**src/rtl/core/hsvrgb_pkg.sv**
```systemverilog
// ----------------------------------------------------------------------------
// hsvrgb_pkg
// Shared types and constants for the HSV to RGB pixel converter.
// ----------------------------------------------------------------------------
`default_nettype none

package hsvrgb_pkg;

    // Hue field and sector split
    localparam int HUE_BITS    = 13;
    localparam int SECTOR_BITS = 4;
    localparam int FRAC_BITS   = 10;
    localparam int NUM_SECTORS_MAX = 8;   // highest sector a 13-bit hue can reach

    typedef logic [HUE_BITS-1:0]    t_hue;
    typedef logic [SECTOR_BITS-1:0] t_sector;
    typedef logic [FRAC_BITS-1:0]   t_frac;

    // One 60-degree sector in sixteenths of a degree
    localparam t_frac SECTOR_UNITS = 10'd960;

    // Sector codes for the output select; everything above SECTOR_4 is the
    // default arrangement
    localparam t_sector SECTOR_0 = 4'd0;
    localparam t_sector SECTOR_1 = 4'd1;
    localparam t_sector SECTOR_2 = 4'd2;
    localparam t_sector SECTOR_3 = 4'd3;
    localparam t_sector SECTOR_4 = 4'd4;

endpackage

`default_nettype wire

```
**src/rtl/core/hsv_to_rgb_converter_unit.sv**
```systemverilog
// Pipeline: 7 register stages: one sector split, two multiply, three divide
// (estimate, back-multiply, correction), one output. Throughput: one pixel per
// clock; the whole pipeline advances together and holds while the output
// register carries a result that is not taken. Reset (synchronous, active low)
// clears all valid bits only.
// ----------------------------------------------------------------------------
// hsv_to_rgb_converter_unit
// HSV to RGB pixel converter, fixed point, fully pipelined.
// ----------------------------------------------------------------------------
`default_nettype none

module hsv_to_rgb_converter_unit #(
    parameter int COLOR_BITS = 8
) (
    input  wire logic                    i_clk,
    input  wire logic                    i_rst_n,
    // Input pixel channel
    input  wire logic                    i_valid,
    output logic                         o_ready,
    input  wire hsvrgb_pkg::t_hue        i_hue,
    input  wire logic [COLOR_BITS-1:0]   i_saturation,
    input  wire logic [COLOR_BITS-1:0]   i_brightness,
    // Output pixel channel
    output logic                         o_valid,
    input  wire logic                    i_ready,
    output logic [COLOR_BITS-1:0]        o_red,
    output logic [COLOR_BITS-1:0]        o_green,
    output logic [COLOR_BITS-1:0]        o_blue
);
    import hsvrgb_pkg::*;

    localparam int NW = 2 * COLOR_BITS + FRAC_BITS;

    logic                    w_en;
    logic                    s1_valid;
    t_sector                 s1_sector;
    t_frac                   s1_frac;
    logic [COLOR_BITS-1:0]   s1_sat;
    logic [COLOR_BITS-1:0]   s1_val;
    logic                    m_valid;
    t_sector                 m_sector;
    logic [COLOR_BITS-1:0]   m_val;
    logic [NW-1:0]           m_num_p;
    logic [NW-1:0]           m_num_q;
    logic [NW-1:0]           m_num_t;
    logic                    d_valid;
    t_sector                 d_sector;
    logic [COLOR_BITS-1:0]   d_val;
    logic [COLOR_BITS-1:0]   d_p;
    logic [COLOR_BITS-1:0]   d_q;
    logic [COLOR_BITS-1:0]   d_t;

    logic                    r_out_valid;
    logic [COLOR_BITS-1:0]   r_red;
    logic [COLOR_BITS-1:0]   r_green;
    logic [COLOR_BITS-1:0]   r_blue;
    logic [COLOR_BITS-1:0]   n_red;
    logic [COLOR_BITS-1:0]   n_green;
    logic [COLOR_BITS-1:0]   n_blue;

    // Pipeline moves whenever the output register is empty or being drained
    assign w_en    = !r_out_valid || i_ready;
    assign o_ready = w_en;

    hsvrgb_sector #(.COLOR_BITS(COLOR_BITS)) u_sector (
        .i_clk    (i_clk),
        .i_rst_n  (i_rst_n),
        .i_en     (w_en),
        .i_valid  (i_valid),
        .i_hue    (i_hue),
        .i_sat    (i_saturation),
        .i_val    (i_brightness),
        .o_valid  (s1_valid),
        .o_sector (s1_sector),
        .o_frac   (s1_frac),
        .o_sat    (s1_sat),
        .o_val    (s1_val)
    );

    hsvrgb_mult #(.COLOR_BITS(COLOR_BITS)) u_mult (
        .i_clk    (i_clk),
        .i_rst_n  (i_rst_n),
        .i_en     (w_en),
        .i_valid  (s1_valid),
        .i_sector (s1_sector),
        .i_frac   (s1_frac),
        .i_sat    (s1_sat),
        .i_val    (s1_val),
        .o_valid  (m_valid),
        .o_sector (m_sector),
        .o_val    (m_val),
        .o_num_p  (m_num_p),
        .o_num_q  (m_num_q),
        .o_num_t  (m_num_t)
    );

    hsvrgb_divider #(.COLOR_BITS(COLOR_BITS)) u_divider (
        .i_clk    (i_clk),
        .i_rst_n  (i_rst_n),
        .i_en     (w_en),
        .i_valid  (m_valid),
        .i_sector (m_sector),
        .i_val    (m_val),
        .i_num_p  (m_num_p),
        .i_num_q  (m_num_q),
        .i_num_t  (m_num_t),
        .o_valid  (d_valid),
        .o_sector (d_sector),
        .o_val    (d_val),
        .o_quo_p  (d_p),
        .o_quo_q  (d_q),
        .o_quo_t  (d_t)
    );

    // Six-way select; zero saturation needs no special path since p, q and t
    // all come out equal to v
    always_comb begin
        case (d_sector)
            SECTOR_0: begin
                n_red = d_val; n_green = d_t;   n_blue = d_p;
            end
            SECTOR_1: begin
                n_red = d_q;   n_green = d_val; n_blue = d_p;
            end
            SECTOR_2: begin
                n_red = d_p;   n_green = d_val; n_blue = d_t;
            end
            SECTOR_3: begin
                n_red = d_p;   n_green = d_q;   n_blue = d_val;
            end
            SECTOR_4: begin
                n_red = d_t;   n_green = d_p;   n_blue = d_val;
            end
            default: begin
                n_red = d_val; n_green = d_p;   n_blue = d_q;
            end
        endcase
    end

    // Output register
    always_ff @(posedge i_clk) begin
        if (!i_rst_n) begin
            r_out_valid <= 1'b0;
        end else if (w_en) begin
            r_out_valid <= d_valid;
        end
    end

    always_ff @(posedge i_clk) begin
        if (w_en) begin
            r_red   <= n_red;
            r_green <= n_green;
            r_blue  <= n_blue;
        end
    end

    assign o_valid = r_out_valid;
    assign o_red   = r_red;
    assign o_green = r_green;
    assign o_blue  = r_blue;

endmodule

`default_nettype wire

```
**src/rtl/core/hsvrgb_sector.sv**
```systemverilog
// ----------------------------------------------------------------------------
// hsvrgb_sector
// First pipeline stage: splits the hue into sector index and offset within
// the sector, and registers saturation and value alongside.
// ----------------------------------------------------------------------------
`default_nettype none

module hsvrgb_sector #(
    parameter int COLOR_BITS = 8
) (
    input  wire logic                    i_clk,
    input  wire logic                    i_rst_n,
    input  wire logic                    i_en,
    input  wire logic                    i_valid,
    input  wire hsvrgb_pkg::t_hue        i_hue,
    input  wire logic [COLOR_BITS-1:0]   i_sat,
    input  wire logic [COLOR_BITS-1:0]   i_val,
    output logic                         o_valid,
    output hsvrgb_pkg::t_sector          o_sector,
    output hsvrgb_pkg::t_frac            o_frac,
    output logic [COLOR_BITS-1:0]        o_sat,
    output logic [COLOR_BITS-1:0]        o_val
);
    import hsvrgb_pkg::*;

    t_sector                 n_sector;
    t_hue                    n_rem;
    logic                    r_valid;
    t_sector                 r_sector;
    t_frac                   r_frac;
    logic [COLOR_BITS-1:0]   r_sat;
    logic [COLOR_BITS-1:0]   r_val;

    // Sector = number of sector boundaries at or below the hue
    always_comb begin
        n_sector = '0;
        for (int k = 1; k <= NUM_SECTORS_MAX; k++) begin
            if (i_hue >= HUE_BITS'(k * int'(SECTOR_UNITS))) begin
                n_sector = SECTOR_BITS'(k);
            end
        end
        n_rem = i_hue - HUE_BITS'(int'(n_sector) * int'(SECTOR_UNITS));
    end

    // Control
    always_ff @(posedge i_clk) begin
        if (!i_rst_n) begin
            r_valid <= 1'b0;
        end else if (i_en) begin
            r_valid <= i_valid;
        end
    end

    // Payload
    always_ff @(posedge i_clk) begin
        if (i_en) begin
            r_sector <= n_sector;
            r_frac   <= n_rem[FRAC_BITS-1:0];
            r_sat    <= i_sat;
            r_val    <= i_val;
        end
    end

    assign o_valid  = r_valid;
    assign o_sector = r_sector;
    assign o_frac   = r_frac;
    assign o_sat    = r_sat;
    assign o_val    = r_val;

endmodule

`default_nettype wire

```
**src/rtl/core/hsvrgb_mult.sv**
```systemverilog
// ----------------------------------------------------------------------------
// hsvrgb_mult
// Two multiply stages that build the numerators of p, q and t over the
// common divisor CMAX*960.
// ----------------------------------------------------------------------------
`default_nettype none

module hsvrgb_mult #(
    parameter int COLOR_BITS = 8
) (
    input  wire logic                                     i_clk,
    input  wire logic                                     i_rst_n,
    input  wire logic                                     i_en,
    input  wire logic                                     i_valid,
    input  wire hsvrgb_pkg::t_sector                      i_sector,
    input  wire hsvrgb_pkg::t_frac                        i_frac,
    input  wire logic [COLOR_BITS-1:0]                    i_sat,
    input  wire logic [COLOR_BITS-1:0]                    i_val,
    output logic                                          o_valid,
    output hsvrgb_pkg::t_sector                           o_sector,
    output logic [COLOR_BITS-1:0]                         o_val,
    output logic [2*COLOR_BITS+hsvrgb_pkg::FRAC_BITS-1:0] o_num_p,
    output logic [2*COLOR_BITS+hsvrgb_pkg::FRAC_BITS-1:0] o_num_q,
    output logic [2*COLOR_BITS+hsvrgb_pkg::FRAC_BITS-1:0] o_num_t
);
    import hsvrgb_pkg::*;

    localparam int PW       = 2 * COLOR_BITS;           // v*(CMAX-s)
    localparam int SW       = COLOR_BITS + FRAC_BITS;   // s*frac, full scale
    localparam int NW       = PW + FRAC_BITS;           // numerators
    localparam int CMAX_INT = (1 << COLOR_BITS) - 1;
    localparam logic [COLOR_BITS-1:0] CMAX = COLOR_BITS'(CMAX_INT);
    localparam logic [SW-1:0]         FULL = SW'(CMAX_INT * int'(SECTOR_UNITS));

    // Stage A registers
    logic                    r_a_valid;
    t_sector                 r_a_sector;
    logic [COLOR_BITS-1:0]   r_a_val;
    logic [PW-1:0]           r_a_pm;
    logic [SW-1:0]           r_a_sq;
    logic [SW-1:0]           r_a_st;
    // Stage B registers
    logic                    r_b_valid;
    t_sector                 r_b_sector;
    logic [COLOR_BITS-1:0]   r_b_val;
    logic [NW-1:0]           r_b_np;
    logic [NW-1:0]           r_b_nq;
    logic [NW-1:0]           r_b_nt;

    logic [PW-1:0]           n_pm;
    logic [SW-1:0]           n_sq;
    logic [SW-1:0]           n_st;
    logic [NW-1:0]           n_np;
    logic [NW-1:0]           n_nq;
    logic [NW-1:0]           n_nt;

    // Stage A: v*(CMAX-s), s*frac, s*(960-frac)
    always_comb begin
        n_pm = PW'(i_val) * PW'(CMAX - i_sat);
        n_sq = SW'(i_sat) * SW'(i_frac);
        n_st = SW'(i_sat) * SW'(SECTOR_UNITS - i_frac);
    end

    // Stage B: scale p by 960 (shift-subtract), v*(full - s*frac) etc.
    always_comb begin
        n_np = (NW'(r_a_pm) << FRAC_BITS) - (NW'(r_a_pm) << 6);
        n_nq = NW'(r_a_val) * NW'(FULL - r_a_sq);
        n_nt = NW'(r_a_val) * NW'(FULL - r_a_st);
    end

    // Valid bits
    always_ff @(posedge i_clk) begin
        if (!i_rst_n) begin
            r_a_valid <= 1'b0;
            r_b_valid <= 1'b0;
        end else if (i_en) begin
            r_a_valid <= i_valid;
            r_b_valid <= r_a_valid;
        end
    end

    // Payload
    always_ff @(posedge i_clk) begin
        if (i_en) begin
            r_a_sector <= i_sector;
            r_a_val    <= i_val;
            r_a_pm     <= n_pm;
            r_a_sq     <= n_sq;
            r_a_st     <= n_st;
            r_b_sector <= r_a_sector;
            r_b_val    <= r_a_val;
            r_b_np     <= n_np;
            r_b_nq     <= n_nq;
            r_b_nt     <= n_nt;
        end
    end

    assign o_valid  = r_b_valid;
    assign o_sector = r_b_sector;
    assign o_val    = r_b_val;
    assign o_num_p  = r_b_np;
    assign o_num_q  = r_b_nq;
    assign o_num_t  = r_b_nt;

endmodule

`default_nettype wire

```
**src/rtl/core/hsvrgb_divider.sv**
```systemverilog
// ----------------------------------------------------------------------------
// hsvrgb_divider
// Three-stage divider by the constant CMAX*960 for the p, q and t lanes: a
// reciprocal-multiply estimate from the top numerator bits, a back-multiply,
// then a single correction step.
// ----------------------------------------------------------------------------
`default_nettype none

module hsvrgb_divider #(
    parameter int COLOR_BITS = 8
) (
    input  wire logic                                     i_clk,
    input  wire logic                                     i_rst_n,
    input  wire logic                                     i_en,
    input  wire logic                                     i_valid,
    input  wire hsvrgb_pkg::t_sector                      i_sector,
    input  wire logic [COLOR_BITS-1:0]                    i_val,
    input  wire logic [2*COLOR_BITS+hsvrgb_pkg::FRAC_BITS-1:0] i_num_p,
    input  wire logic [2*COLOR_BITS+hsvrgb_pkg::FRAC_BITS-1:0] i_num_q,
    input  wire logic [2*COLOR_BITS+hsvrgb_pkg::FRAC_BITS-1:0] i_num_t,
    output logic                                          o_valid,
    output hsvrgb_pkg::t_sector                           o_sector,
    output logic [COLOR_BITS-1:0]                         o_val,
    output logic [COLOR_BITS-1:0]                         o_quo_p,
    output logic [COLOR_BITS-1:0]                         o_quo_q,
    output logic [COLOR_BITS-1:0]                         o_quo_t
);
    import hsvrgb_pkg::*;

    localparam int NW       = 2 * COLOR_BITS + FRAC_BITS;
    localparam int NL       = 3;                  // lanes p, q, t
    localparam int SH       = COLOR_BITS + 8;     // numerator bits dropped for the estimate
    localparam int KS       = COLOR_BITS + 6;     // reciprocal scale
    localparam int HW       = NW - SH;
    localparam int MW       = COLOR_BITS + 5;
    localparam int PW       = HW + MW;
    localparam int CMAX_INT = (1 << COLOR_BITS) - 1;
    localparam longint unsigned DIV_L = longint'(CMAX_INT) * longint'(SECTOR_UNITS);
    localparam longint unsigned REC_L = (64'd1 << (SH + KS)) / DIV_L;
    localparam logic [NW-1:0] DIVISOR = NW'(DIV_L);
    localparam logic [MW-1:0] RECIP   = MW'(REC_L);

    // Estimate is low by at most one: the dropped numerator bits and the
    // truncated reciprocal together lose less than one quotient unit

    logic                    r_a_valid;
    logic                    r_b_valid;
    logic                    r_c_valid;
    t_sector                 r_a_sector;
    t_sector                 r_b_sector;
    t_sector                 r_c_sector;
    logic [COLOR_BITS-1:0]   r_a_val;
    logic [COLOR_BITS-1:0]   r_b_val;
    logic [COLOR_BITS-1:0]   r_c_val;
    logic [NW-1:0]           r_a_num  [NL];
    logic [NW-1:0]           r_b_num  [NL];
    logic [NW-1:0]           r_b_lim  [NL];
    logic [COLOR_BITS-1:0]   r_a_quo  [NL];
    logic [COLOR_BITS-1:0]   r_b_quo  [NL];
    logic [COLOR_BITS-1:0]   r_c_quo  [NL];

    logic [NW-1:0]           w_num    [NL];
    logic [PW-1:0]           n_prod   [NL];
    logic [COLOR_BITS-1:0]   n_est    [NL];
    logic [NW-1:0]           n_lim    [NL];
    logic [COLOR_BITS-1:0]   n_quo    [NL];

    assign w_num[0] = i_num_p;
    assign w_num[1] = i_num_q;
    assign w_num[2] = i_num_t;

    // Stage a: estimate; stage b: (estimate+1)*divisor; stage c: correct
    always_comb begin
        for (int ln = 0; ln < NL; ln++) begin
            n_prod[ln] = PW'(w_num[ln][NW-1:SH]) * PW'(RECIP);
            n_est[ln]  = n_prod[ln][KS +: COLOR_BITS];
            n_lim[ln]  = NW'(r_a_quo[ln]) * DIVISOR + DIVISOR;
            n_quo[ln]  = (r_b_num[ln] >= r_b_lim[ln]) ?
                         r_b_quo[ln] + COLOR_BITS'(1) : r_b_quo[ln];
        end
    end

    // Valid bits
    always_ff @(posedge i_clk) begin
        if (!i_rst_n) begin
            r_a_valid <= 1'b0;
            r_b_valid <= 1'b0;
            r_c_valid <= 1'b0;
        end else if (i_en) begin
            r_a_valid <= i_valid;
            r_b_valid <= r_a_valid;
            r_c_valid <= r_b_valid;
        end
    end

    // Payload
    always_ff @(posedge i_clk) begin
        if (i_en) begin
            r_a_sector <= i_sector;
            r_a_val    <= i_val;
            r_b_sector <= r_a_sector;
            r_b_val    <= r_a_val;
            r_c_sector <= r_b_sector;
            r_c_val    <= r_b_val;
            for (int ln = 0; ln < NL; ln++) begin
                r_a_num[ln] <= w_num[ln];
                r_a_quo[ln] <= n_est[ln];
                r_b_num[ln] <= r_a_num[ln];
                r_b_quo[ln] <= r_a_quo[ln];
                r_b_lim[ln] <= n_lim[ln];
                r_c_quo[ln] <= n_quo[ln];
            end
        end
    end

    assign o_valid  = r_c_valid;
    assign o_sector = r_c_sector;
    assign o_val    = r_c_val;
    assign o_quo_p  = r_c_quo[0];
    assign o_quo_q  = r_c_quo[1];
    assign o_quo_t  = r_c_quo[2];

endmodule

`default_nettype wire
```
**config.mk**
```make
export PLATFORM = sky130hd
export DESIGN_NAME = hsv_to_rgb_converter_unit
export DESIGN_NICKNAME = d
export VERILOG_FILES = /design/src/rtl/core/hsvrgb_pkg.sv /design/src/rtl/core/hsv_to_rgb_converter_unit.sv /design/src/rtl/core/hsvrgb_sector.sv /design/src/rtl/core/hsvrgb_mult.sv /design/src/rtl/core/hsvrgb_divider.sv
export SDC_FILE = /design/constraint.sdc
export NUM_CORES = 2
export LEC_CHECK = 0
export ABC_CLOCK_PERIOD_IN_PS = 32400
export BUFFER_PORTS_ARGS = -buffer_cell sky130_fd_sc_hd__buf_4
export CAP_MARGIN = 10
export CELL_PAD_IN_SITES_DETAIL_PLACEMENT = 1
export CELL_PAD_IN_SITES_GLOBAL_PLACEMENT = 1
export CORE_MARGIN = 1.5
export CORE_UTILIZATION = 40
export CTS_CLUSTER_SIZE = 10
export DETAILED_ROUTE_END_ITERATION = 7
export HOLD_SLACK_MARGIN = 0.15
export PLACE_DENSITY_LB_ADDON = 0.1
export SYNTH_ARGS = -nofsm -noshare
export SYNTH_HDL_FRONTEND = slang
export SYNTH_SLANG_ARGS = --single-unit
```
**constraint.sdc**
```tcl
create_clock -name i_clk -period 32.4 [get_ports i_clk]
set_input_delay 9.72 -clock i_clk [delete_from_list [all_inputs] [get_ports i_clk]]
set_output_delay 9.72 -clock i_clk [all_outputs]
set_load 0.05 [all_outputs]
```
==> impl_metrics.csv <==
group,metric,value,unit
yosys,synthTopCellsByArea,"edfxtp_1, fa_1, ha_1, inv_1, and2_1",
routing,drt_iter0_markers,1156,
setup_path,startpoint_type,"input pin",
setup_path,cpPeakStageDelay,610,ps
setup_path,critical_path_cell_count,4,
global_routing,grt_overflow,0,
timing,setup_viol,0,
floorplan,dieArea,0.118,sq mm
global_routing,grt_pass1_vias,31500,
floorplan,core-area,0.115,sq mm
floorplan,die_h,344,microns
global_routing,grt_usage,17.4,%
routing,avgViaCountPerCell,4.98,
yosys,ys_types,90,
clocking,htreeDepth,3,
timing,relSlewSlack,28.1,%
routing,vias,29100,
floorplan,ios,59,
routing,ant_nets,0,
worst_hold_path,holdPathStages,0,
cells_and_area,syn2layout_area_growth,9.08,%
setup_path,crit_slowest_cell,"nor2b_1",
setup_path,cp.buffers_inverters,3,
routing,drc,0,
yosys,async_flop_share,0,%
routing,postRouteWirelength,98200,microns
run_status,status,"complete, no violations",
clocking,clockBufferDepth,3,
timing,rsz0062_at_grt,"false",
yosys,synth-edff-count,510,
clocking,insertion_delay,640,ps
cells_and_area,nNetsFinal,5316,
cells_and_area,drive_gt1_share,4.93,%
routing,wl_per_cell,16.8,microns
yosys,synth_top_area_share,33.0,%
clocking,ctsResizeCount,0,
timing,fin_skew,32.2,ps
global_routing,grt_max_degree,194,
place,portBuffers,58,
clocking,post_cts.repair.setup_buffers,0,
setup_path,crit_family,"buffers and inverters",
yosys,synth_nets,5255,
yosys,syn-mean-instance-area,11.0,sq um
setup_path,path_cells,"buf_4, nor2b_1, inv_8, buf_4",
timing,tns,0,ps
setup_path,r2r_slack,25320,ps
clocking,cts.sinks,517,
setup_path,cp_common_cell,"buf_4",
setup_path,arrival,11150,ps
clocking,hold_buffers,0,
timing,finalMaxSlewViolations,0,
timing,clock.fmax,47.9,MHz
global_routing,antenna_found_initial,3,
setup_path,worstSetupPathType,"in2out",
yosys,ys.flop_type,"edfxtp_1",
setup_path,rr_worst_depth,21,
clocking,clkTransAtPathRegs,70,ps
timing,final.min_clock_period,20870,ps
yosys,netlist_area,0.0464,sq mm
setup_path,r2r-end,"u_mult.o_num_q[25]$_DFFE_PP_",
place,place_hpwl,74800,microns
worst_hold_path,holdPathEnd,"u_divider.r_b_num[0][34]$_DFFE_PP_",
clocking,clock-root-buffer,"clkbuf_16",
global_routing,grt_first_pass_wirelength,165000,microns
yosys,yosysWarnings,0,
yosys,synth_cells,4229,
floorplan,placementRows,124,
setup_path,crit_path_end_kind,"output port",
routing,drt-pass1-iter-count,7,
floorplan,die_w,344,microns
setup_path,cp.required,22680,ps
run,max_cap_violations,0,
setup_path,critPathMaxFanout,54,
timing,hold_viol,0,
place,gp_congestion,0.785,
timing,layout_worst_path_cycle_share,64.4,%
timing,tightest_slew,1080,ps
clocking,cts_made_buffers,70,
floorplan,start_util,40.5,%
yosys,ys_seq_area_share,33.3,%
worst_hold_path,hold_class,"reg2reg",
yosys,synth.largest_area_cell,"edfxtp_1",
yosys,synth_seq_cells,517,
clocking,cts_tree,"yes",
worst_hold_path,hold_start,"u_divider.r_a_num[0][34]$_DFFE_PP_",
setup_path,r2r-start,"u_mult.r_a_st[0]$_DFFE_PP_",
==> kinds of logic after synthesis <==
kind of cell	count (synthesis)	share of synthesized area, %
flops	517	33.3
xor+xnor	271	5.16
fa+ha+maj	995	34.7
buf+inv	887	7.18
simple gates	1052	12.1
compound gates	502	7.38
mux	5	0.116
==> layer usage <==
| metal | up-vias | wire length (microns) | track usage [%] |
|---|---|---|---|
| met5 | - | 0 | 0 |
| met4 | 0 | 1780 | 3.88 |
| met3 | 113 | 2400 | 2.18 |
| met2 | 233 | 44900 | 28.2 |
| met1 | 14700 | 49100 | 24.8 |
| li1 | 14100 | - | - |
==> worst max path at each step <==
stage	startpoint	end	slack, ps
final	i_ready	o_ready	11530
after global routing	i_ready	o_ready	11400
after CTS	i_ready	o_ready	11490
after detailed placement	i_ready	o_ready	11480
after global placement	i_ready	o_ready	11530
after floorplan	i_ready	o_ready	2600
==> worst register-to-register path, cell delays in order, from the launching register on <==
cell	delay [ps]
edfxtp_1	570
nor3_1	360
nand2b_1	150
o31ai_1	490
a21boi_1	220
nand3_1	150
xor2_1	490
and2_1	230
fa_1	430
fa_1	470
fa_1	540
inv_1	60
fa_1	570
inv_1	60
ha_1	370
a21oi_1	200
o21ai_0	140
or3_1	340
o211ai_1	340
a211o_1	240
nand2_1	90
a311oi_1	380
==> cells in the mapped netlist, types with 83 or more instances <==
cell and instances:
a21oi_1 134, and2_1 256, clkbuf_1 83, edfxtp_1 510, fa_1 490, ha_1 503
inv_1 796, nand2_1 249, nor2_1 137, nor2b_1 117, xnor2_1 181, xor2_1 88
==> cell usage in the layout (no fill, tap or decap), types with 9 or more instances in the layout <==
cell | synthesis | final
fa_1 | 490 | 490
clkbuf_1 | 83 | 11
nor3_1 | 46 | 46
a211oi_1 | 32 | 32
nand4_1 | 23 | 23
a21o_1 | 51 | 51
a21boi_0 | 19 | 19
or3_1 | 19 | 19
a221o_1 | 9 | 9
nand3_1 | 40 | 40
inv_1 | 796 | 795
xor2_1 | 88 | 88
a311oi_1 | 9 | 9
o21a_1 | 29 | 29
nand2_1 | 249 | 249
a21oi_1 | 134 | 134
buf_4 | 0 | 79
and2_1 | 256 | 256
xnor2_1 | 181 | 181
nor2b_1 | 117 | 117
o21ai_0 | 80 | 80
and3_1 | 27 | 27
o211ai_1 | 15 | 15
clkbuf_16 | 0 | 70
nor2_1 | 137 | 137
nand3b_1 | 10 | 10
a211o_1 | 10 | 10
edfxtp_1 | 510 | 510
a31oi_1 | 16 | 16
nand2b_1 | 75 | 75
o31ai_1 | 9 | 9
ha_1 | 503 | 503
o21bai_1 | 10 | 10
nor4_1 | 13 | 13
==> layout make-up <==
| class | instances | area, sq um |
|---|---|---|
| antenna | 1 | 2.50 |
| clock buffer | 81 | 1790 |
| clock inverter | 25 | 250 |
| fill | 12400 | 64000 |
| inverter | 796 | 3000 |
| multi-input combinational | 2825 | 27600 |
| sequential | 517 | 15500 |
| tap | 1512 | 1890 |
| timing repair buffer | 80 | 613 |
==> stage by stage <==
step                hold WS (ps)  utilization (%)  setup WS [ps]  area [sq um]  std cells
floorplan                    400                -           2600         46400       4229
global placement             400             42.4          11530         48600       5730
detailed placement           405             42.4          11480         48600       5730
CTS                          398             44.1          11490         50600       5836
global route                 416             44.1          11400         50600       5836
finish                       395             44.1          11530         50600       5837
==> sequential cells by signal, indices dropped and copies added, names as in the netlist, 10 cells and up <==
signal,count
u_divider.r_a_num,71
u_divider.r_b_num,71
u_divider.r_b_lim,60
u_mult.o_num_t,26
u_mult.o_num_q,25
u_divider.r_a_quo,24
u_divider.r_b_quo,24
u_divider.r_c_quo,24
u_mult.o_num_p,20
u_mult.r_a_st,18
u_mult.r_a_sq,17
u_mult.r_a_pm,16
u_sector.o_frac,10
Power is not shown: default switching activity piles up to over one toggle a cycle in this logic, so the estimate is an artifact.
